$ cat src/sv/qslerp_pkg.sv
`default_nettype none
// ----------------------------------------------------------------------------
// qslerp_pkg
// Shared types, constants and tables for the quaternion slerp pipeline.
// ----------------------------------------------------------------------------
package qslerp_pkg;

    localparam int CORDIC_STEPS = 28;
    localparam int ISQRT_STEPS  = 29;
    localparam int DIV_STEPS    = 18;

    localparam int CW     = 32;   // CORDIC word
    localparam int SQ_W   = 58;   // isqrt working width
    localparam int SN_W   = 29;   // sin(omega), Q28, up to 2^28
    localparam int NUM_W  = 47;   // divider numerator
    localparam int Q_W    = 18;   // raw quotient
    localparam int K_W    = 17;   // weight, Q15, up to 65536
    localparam int THR_W  = 15;

    localparam logic [THR_W-1:0] THR_RESET = 15'd16383;
    localparam logic [0:0] REG_LINEAR_THRESHOLD = 1'b0;

    localparam logic [K_W-1:0] ONE_Q15 = 17'd32768;
    localparam logic [K_W-1:0] K_MAX   = 17'd65536;

    // pipeline stage map
    localparam int ST_IN   = 0;
    localparam int ST_DOT  = ST_IN + 1;
    localparam int ST_ABS  = ST_DOT + 1;
    localparam int ST_RAD  = ST_ABS + 1;
    localparam int ST_SQ0  = ST_RAD + 1;
    localparam int ST_VEC0 = ST_SQ0 + ISQRT_STEPS;
    localparam int ST_ANG  = ST_VEC0 + CORDIC_STEPS;
    localparam int ST_ROT0 = ST_ANG + 1;
    localparam int ST_DIV0 = ST_ROT0 + CORDIC_STEPS;
    localparam int ST_MUL  = ST_DIV0 + DIV_STEPS;

    typedef logic signed [CW-1:0] cword_t;

    // item context carried alongside the datapath
    typedef struct packed {
        logic [3:0][15:0]  s;
        logic [3:0][15:0]  e;
        logic [14:0]       t;
        logic              byp_s;
        logic              byp_e;
        logic              neg;
        logic              trig;
        logic [27:0]       ad;
        logic [SN_W-1:0]   sn;
    } side_t;

    typedef struct packed {
        logic [3:0][15:0] q;
    } res_t;

    // atan(2^-i) in Q29 radians
    function automatic cword_t atan_q29(input logic [4:0] idx);
        cword_t a;
        case (idx)
            5'd0:  a = 32'sd421657428;
            5'd1:  a = 32'sd248918915;
            5'd2:  a = 32'sd131521918;
            5'd3:  a = 32'sd66762579;
            5'd4:  a = 32'sd33510843;
            5'd5:  a = 32'sd16771758;
            5'd6:  a = 32'sd8387925;
            5'd7:  a = 32'sd4194219;
            5'd8:  a = 32'sd2097141;
            5'd9:  a = 32'sd1048575;
            5'd10: a = 32'sd524288;
            5'd11: a = 32'sd262144;
            5'd12: a = 32'sd131072;
            5'd13: a = 32'sd65536;
            5'd14: a = 32'sd32768;
            5'd15: a = 32'sd16384;
            5'd16: a = 32'sd8192;
            5'd17: a = 32'sd4096;
            5'd18: a = 32'sd2048;
            5'd19: a = 32'sd1024;
            5'd20: a = 32'sd512;
            5'd21: a = 32'sd256;
            5'd22: a = 32'sd128;
            5'd23: a = 32'sd64;
            5'd24: a = 32'sd32;
            5'd25: a = 32'sd16;
            5'd26: a = 32'sd8;
            5'd27: a = 32'sd4;
            default: a = '0;
        endcase
        return a;
    endfunction

    localparam cword_t INV_GAIN = 32'sd163008219;

endpackage
`default_nettype wire

$ cat src/sv/qslerp_div.sv
`default_nettype none
// ----------------------------------------------------------------------------
// qslerp_div
// Pipelined restoring divider, one quotient bit per stage, MSB first.
// ----------------------------------------------------------------------------
module qslerp_div (
    input  wire logic                         aclk,
    input  wire logic                         en,
    input  wire logic [qslerp_pkg::NUM_W-1:0] num_in,
    input  wire logic [qslerp_pkg::SN_W-1:0]  den_in,
    output logic      [qslerp_pkg::Q_W-1:0]   q_out
);

    localparam int N     = qslerp_pkg::DIV_STEPS;
    localparam int NW    = qslerp_pkg::NUM_W;
    localparam int DW    = qslerp_pkg::SN_W;
    localparam int QW    = qslerp_pkg::Q_W;

    logic [NW-1:0] rem_reg [N];
    logic [DW-1:0] den_reg [N];
    logic [QW-1:0] q_reg   [N];
    logic [NW-1:0] rem_next [N];
    logic [DW-1:0] den_next [N];
    logic [QW-1:0] q_next   [N];

    always_comb begin
        logic [NW-1:0] rp, sh;
        logic [DW-1:0] dp;
        logic [QW-1:0] qp;
        for (int j = 0; j < N; j++) begin
            rp = (j == 0) ? num_in : rem_reg[(j == 0) ? 0 : j - 1];
            dp = (j == 0) ? den_in : den_reg[(j == 0) ? 0 : j - 1];
            qp = (j == 0) ? '0     : q_reg[(j == 0) ? 0 : j - 1];
            sh = {{(NW-DW){1'b0}}, dp} << (N - 1 - j);
            den_next[j] = dp;
            // a set top bit already means "saturate", so overshoot is harmless
            if (rp >= sh) begin
                rem_next[j] = rp - sh;
                q_next[j]   = qp | (QW'(1) << (N - 1 - j));
            end else begin
                rem_next[j] = rp;
                q_next[j]   = qp;
            end
        end
    end

    always_ff @(posedge aclk) begin
        if (en) begin
            for (int j = 0; j < N; j++) begin
                rem_reg[j] <= rem_next[j];
                den_reg[j] <= den_next[j];
                q_reg[j]   <= q_next[j];
            end
        end
    end

    assign q_out = q_reg[N-1];

endmodule
`default_nettype wire

$ cat config.mk
export PLATFORM = sky130hd
export DESIGN_NAME = qslerp_div
export DESIGN_NICKNAME = d
export VERILOG_FILES = /design/src/sv/qslerp_pkg.sv /design/src/sv/qslerp_div.sv
export SDC_FILE = /design/constraint.sdc
export NUM_CORES = 2
export LEC_CHECK = 0
export ABC_AREA = 1
export ABC_CLOCK_PERIOD_IN_PS = 2330
export BUFFER_PORTS_ARGS = -buffer_cell sky130_fd_sc_hd__buf_4
export CAP_MARGIN = 30
export CORE_MARGIN = 5
export CORE_UTILIZATION = 58
export CTS_CLUSTER_DIAMETER = 40
export CTS_CLUSTER_SIZE = 28
export DETAILED_ROUTE_END_ITERATION = 16
export GPL_ROUTABILITY_DRIVEN = 0
export MAX_ROUTING_LAYER = met4
export PLACE_DENSITY = 0.88
export SLEW_MARGIN = 5
export SYNTH_ARGS = -nofsm -noshare
export SYNTH_HDL_FRONTEND = slang
export SYNTH_SLANG_ARGS = --single-unit
$ cat constraint.sdc
create_clock -name aclk -period 2.33 [get_ports aclk]
set_input_delay 0.233 -clock aclk [delete_from_list [all_inputs] [get_ports aclk]]
set_output_delay 0.233 -clock aclk [all_outputs]
set_load 0.01 [all_outputs]
==> results of run 1 <==
repair_timing:
item,in CTS
setup endpoints to repair,626
hold endpoints to repair,109
hold buffers,77
gates cloned,10
setup buffers,167
pin swaps,106
gates resized for setup,753
cells by family after synthesis:
kind of cell,after synthesis,synth area share (%)
flip-flops,1463,44.1
AO/OA/AOI/OAI,772,4.12
buffers and inverters,2715,10.7
AND/OR/NAND/NOR,7782,31.6
adder cells (fa/ha/maj),539,6.89
XOR/XNOR,302,2.65
per-stage QoR:
stage | TNS (ns) | util (%) | area (um2)
3_5_place_dp | -69.93 | 67.9 | 116000
4_1_cts | -24.08 | 75.9 | 130000
2_1_floorplan | 0 | - | 99700
3_3_place_gp | -31.08 | 67.9 | 116000
synthesized netlist by cell type (5+ instances only):
master	count	area (um2)
o21ai_1	59	295
inv_2	14	52.6
a21oi_2	16	140
xor2_1	235	2060
or2_2	7	43.8
a21oi_1	461	2310
nand3_2	8	80.1
xnor2_1	67	587
inv_1	2585	9700
nor3_2	6	60.1
nand2_1	5287	19800
nor2_1	1170	4390
nand3_1	850	4250
nor3_1	117	586
nand2_2	23	144
edfxtp_1	1463	43900
and2_1	25	156
fa_1	17	340
a21o_1	6	45.0
nand3b_1	62	465
o21bai_1	40	300
o21ai_2	7	61.3
nor2_2	25	156
ha_1	522	6530
buf_6	37	417
nor4_1	18	113
o211ai_1	5	37.5
o21ai_0	171	856
and3_1	5	31.3
nand4_1	166	1040
buf_2	42	210
buf_4	31	233
per-layer routing:
| layer | overflow | GRT usage (%) |
|---|---|---|
| met5 | - | - |
| met3 | 566 | 62.8 |
| met1 | 577 | 69.6 |
| met4 | 594 | 62.2 |
| met2 | 1230 | 81.1 |
==> flow_summary_export.csv, run 1 <==
group,metric,value,unit
floorplanning,die_w,425,um
place,dp_hpwl,269000,um
run_status,tool.error,"[ERROR GRT-0116] Global routing finished with congestion. Check the congestion regions in the DRC Viewer.",
floorplanning,die_height,425,um
synth,synth_warnings,0,
synth,synth_ff_type,"edfxtp_1",
synth,ys_seq_area_share,44.1,%
run_status,status,"aborted with a tool error",
run_status,haltStage,"5_1_grt",
global_route,grt_pass1_vias,137000,
global_route,grt.overflow.total,2967,
synth,syn_area_per_cell,7.34,um2
floorplanning,initial_core_util,58.2,%
clock_network,cts_buffer_depth,3,
synth,ys_seq_elements,1463,
global_route,grt_pass1_wl,926000,um
clock_network,numCtsBuffers,204,
place,portBuffers,95,
synth,synth_area,99700,um2
floorplanning,rows,152,
clock_network,clockRootBuffer,"clkbuf_16",
synth,postSynthCellCount,13600,
clock_network,cts.sinks,1463,
global_route,grt_max_degree,116,
place,dpl.cell_count,17600,
synth,syn_nets,14200,
global_route,gr-usage-all-layers,70.5,%
synth,synth_edf_count,1463,
clock_network,h-tree-depth,4,
place,dp_slack,-0.354,ns
synth,synthArstFlopShare,0,%
synth,synth_cell_types,46,
floorplanning,io-pin-count,96,
==> run 2: changes to the inputs <==
ABC_CLOCK_PERIOD_IN_PS = 3050   (was 2330)
CORE_UTILIZATION = 40   (was 58)
CTS_CLUSTER_DIAMETER = not set   (was 40)
CTS_CLUSTER_SIZE = not set   (was 28)
MAX_ROUTING_LAYER = not set   (was met4)
PLACE_DENSITY = not set   (was 0.88)
PLACE_DENSITY_LB_ADDON = 0.15   (was not set)
clock period = 3.05 ns   (was 2.33 ns; I/O delays follow)
==> run 2 against run 1 <==
- the flow now finishes without violations
- synthesized cell count unchanged
- area after synthesis unchanged
==> flow_summary_export.csv, run 2 <==
group,metric,value,unit
route,dr.pass1.iters,7,
finish,drive_gt1_share,4.72,%
hold_path,hold_depth,2,
finish,layout_common_cells,"nand2_1 (5287), inv_1 (2585), edfxtp_1 (1463)",
floorplanning,rows,183,
global_route,grt_max_degree,111,
route,drt_iter0_markers,8592,
synth,syn_area_per_cell,7.34,um2
synth,synth_warnings,0,
job,cap_viol_max_count,0,
floorplanning,initial_core_util,40.1,%
run_status,status,"completed",
sta,fin_crit_sh,94.3,%
setup_path,ff2ff_setup_slack,0.17,ns
sta,holdWs,0.158,ns
clock_network,h-tree-depth,4,
setup_path,r2r_start,"den_reg[13][0]",
pwr,power_frac_comb,45.8,%
global_route,grt_pass1_vias,81700,
floorplanning,io-pin-count,96,
synth,synthArstFlopShare,0,%
synth,yosys.area.top_type_share,44.1,%
clock_network,cts_buffer_depth,3,
sta,timing.final.ws_setup,0.175,ns
pwr,p_clk_share,21.2,%
synth,postSynthCellCount,13600,
global_route,gr-usage-all-layers,25.7,%
route,drc,0,
synth,syn_nets,14200,
hold_path,worstHoldStart,"num_in[3]",
synth,synth_ff_type,"edfxtp_1",
sta,finalHoldViolations,0,
clock_network,clockRootBuffer,"clkbuf_16",
sta,finClkSkew,0.0653,ns
finish,nets,14600,
pwr,pwr-share-seq,33.0,%
finish,largest_register_ff_count,799,
setup_path,worstSetupEndpointType,"register",
pwr,intPower,0.0553,W
hold_path,holdPathEnd,"rem_reg[0][3]",
place,portBuffers,95,
pwr,peakVddDrop,0.667,mV
setup_path,reg2regPathDepth,13,
floorplanning,die_w,509,um
synth,ys_seq_area_share,44.1,%
sta,slew_headroom,51.0,%
route,viasPerCell,4.96,
clock_network,cts.sinks,1463,
pwr,p_sw_share,44.7,%
synth,ys_seq_elements,1463,
global_route,grt.overflow.total,0,
synth,yosys.cell_count.top_type,"nand2_1",
floorplanning,die_height,509,um
sta,timing.fmax,0.348,GHz
route,vias,86700,
finish,layout_commonest_cell,"nand2_1",
clock_network,cts_tree,"built",
route,wl_per_cell,19.5,um
sta,worst_pin_slew,0.735,ns
synth,synth_common_cells,"nand2_1 (5287), inv_1 (2585), edfxtp_1 (1463), nor2_1 (1170), nand3_1 (850)",
route,routed_wl,341000,um
synth,synth_area,99700,um2
finish,utilization,45.2,%
global_route,grt_pass1_wl,505000,um
sta,rsz0062_at_grt,"false",
sta,min_period,2.88,ns
sta,setup_viol,0,
finish,area_growth,12.5,%
setup_path,r2r-end,"rem_reg[14][24]",
setup_path,cp-start-kind,"register",
hold_path,hp-class,"primary input to register",
pwr,powerDensity,892,nW/um2
synth,synth_top_area_cell,"edfxtp_1",
clock_network,numCtsBuffers,170,
sta,drv_slew,0,
setup_path,worstPathMaxFanout,7,
pwr,p_leak,55.3,nW
route,ant_nets,0,
setup_path,crit_arrival,3.54,ns
setup_path,crit_type,"register to register",
place,dp_slack,0.211,ns
sta,fin_tns_setup,0,ns
pwr,p_switching,0.0448,W
floorplanning,fp.dieArea,259000,um2
global_route,antenna_found_initial,11,
floorplanning,core-area,248000,um2
clock_network,clkSlewWorstSetupHoldPaths,0.06,ns
synth,synth_edf_count,1463,
synth,synth_cell_types,46,
synth,synth.area.top_cells,"edfxtp_1 (44%), nand2_1 (20%), inv_1 (9.7%), ha_1 (6.6%), nor2_1 (4.4%)",
setup_path,crit_required,3.72,ns
clock_network,clk_latency,0.88,ns
place,dp_hpwl,281000,um
run 2: cell counts after synthesis:
No cell type changed its count.
run 2: how the worst max path moves through the flow:
stage / startpoint / endpoint
2_1_floorplan: rem_reg[13][3] / rem_reg[14][36]
3_3_place_gp: den_reg[9][0] / rem_reg[10][12]
3_5_place_dp: den_reg[9][0] / rem_reg[10][12]
4_1_cts: den_reg[9][0] / rem_reg[10][12]
5_1_grt: den_reg[10][4] / rem_reg[11][6]
6_report: den_reg[13][0] / rem_reg[14][24]
run 2: power groups by stage:
stage	clock network, W	registers (W)	logic, W
after floorplan	0	0.0302	0.0317
after global placement	0	0.0336	0.0448
after detailed placement	0	0.0335	0.0448
after CTS	0.0218	0.0331	0.0451
after global routing	0.0227	0.0332	0.0514
final	0.0213	0.0330	0.0458
run 2: cell type report:
cell class | instances | area (um2)
clock buffers | 190 | 4330
multi-input cells | 9395 | 45100
fillers | 25300 | 136000
clock inverters | 125 | 1570
well taps | 3330 | 4170
inverters | 2601 | 9770
repair buffers | 358 | 3290
diodes | 3 | 7.51
flip-flops and latches | 1463 | 43900
run 2: logic make-up (layout without fill, tap and decap cells):
kind of cell	count (synthesis)	after routing	synth area share, %
DFF	1463	1463	44.1
buffers and inverters	2715	3274	10.7
adders and majority gates	539	539	6.89
and+or+nand+nor	7782	7782	31.6
AOI/OAI and AO/OA	772	772	4.12
other	0	3	0
xor gates and xnor gates	302	302	2.65
run 2: per-stage QoR:
| stage | power (W) | cells | instance area [um2] |
|---|---|---|---|
| 6_report | 0.100 | 17500 | 112000 |
| 5_1_grt | 0.107 | 17500 | 112000 |
| 4_1_cts | 0.100 | 17500 | 112000 |
| 3_5_place_dp | 0.0782 | 17100 | 105000 |
| 3_3_place_gp | 0.0784 | 17100 | 105000 |
| 2_1_floorplan | 0.0619 | 13600 | 99700 |
run 2: critical path, stage by stage (launching register included):
cell and delay (ns):
edfxtp_1 0.47, ha_1 0.18, inv_1 0.12, fa_1 0.40, nand3_1 0.10, nand3_1 0.19
nand3_1 0.13, nand3_1 0.13, nand2_1 0.13, nand2_2 0.09, a21oi_4 0.32, buf_4 0.23
nand2_1 0.06, nand2_1 0.13
run 2: metal layers:
metal	GRT usage, %	routed length [um]
met1	33.7	145000
met2	43.8	161000
met3	2.91	20400
met4	9.72	14900
met5	0	0
run 2: repair_timing:
item	4_1_cts	5_1_grt
resized for setup	0	2
setup endpoints to repair	0	15
hold buffers	77	0
setup buffers	0	4
endpoints found under the hold margin	88	0
No activity file was read; power rests on OpenSTA's default activity.
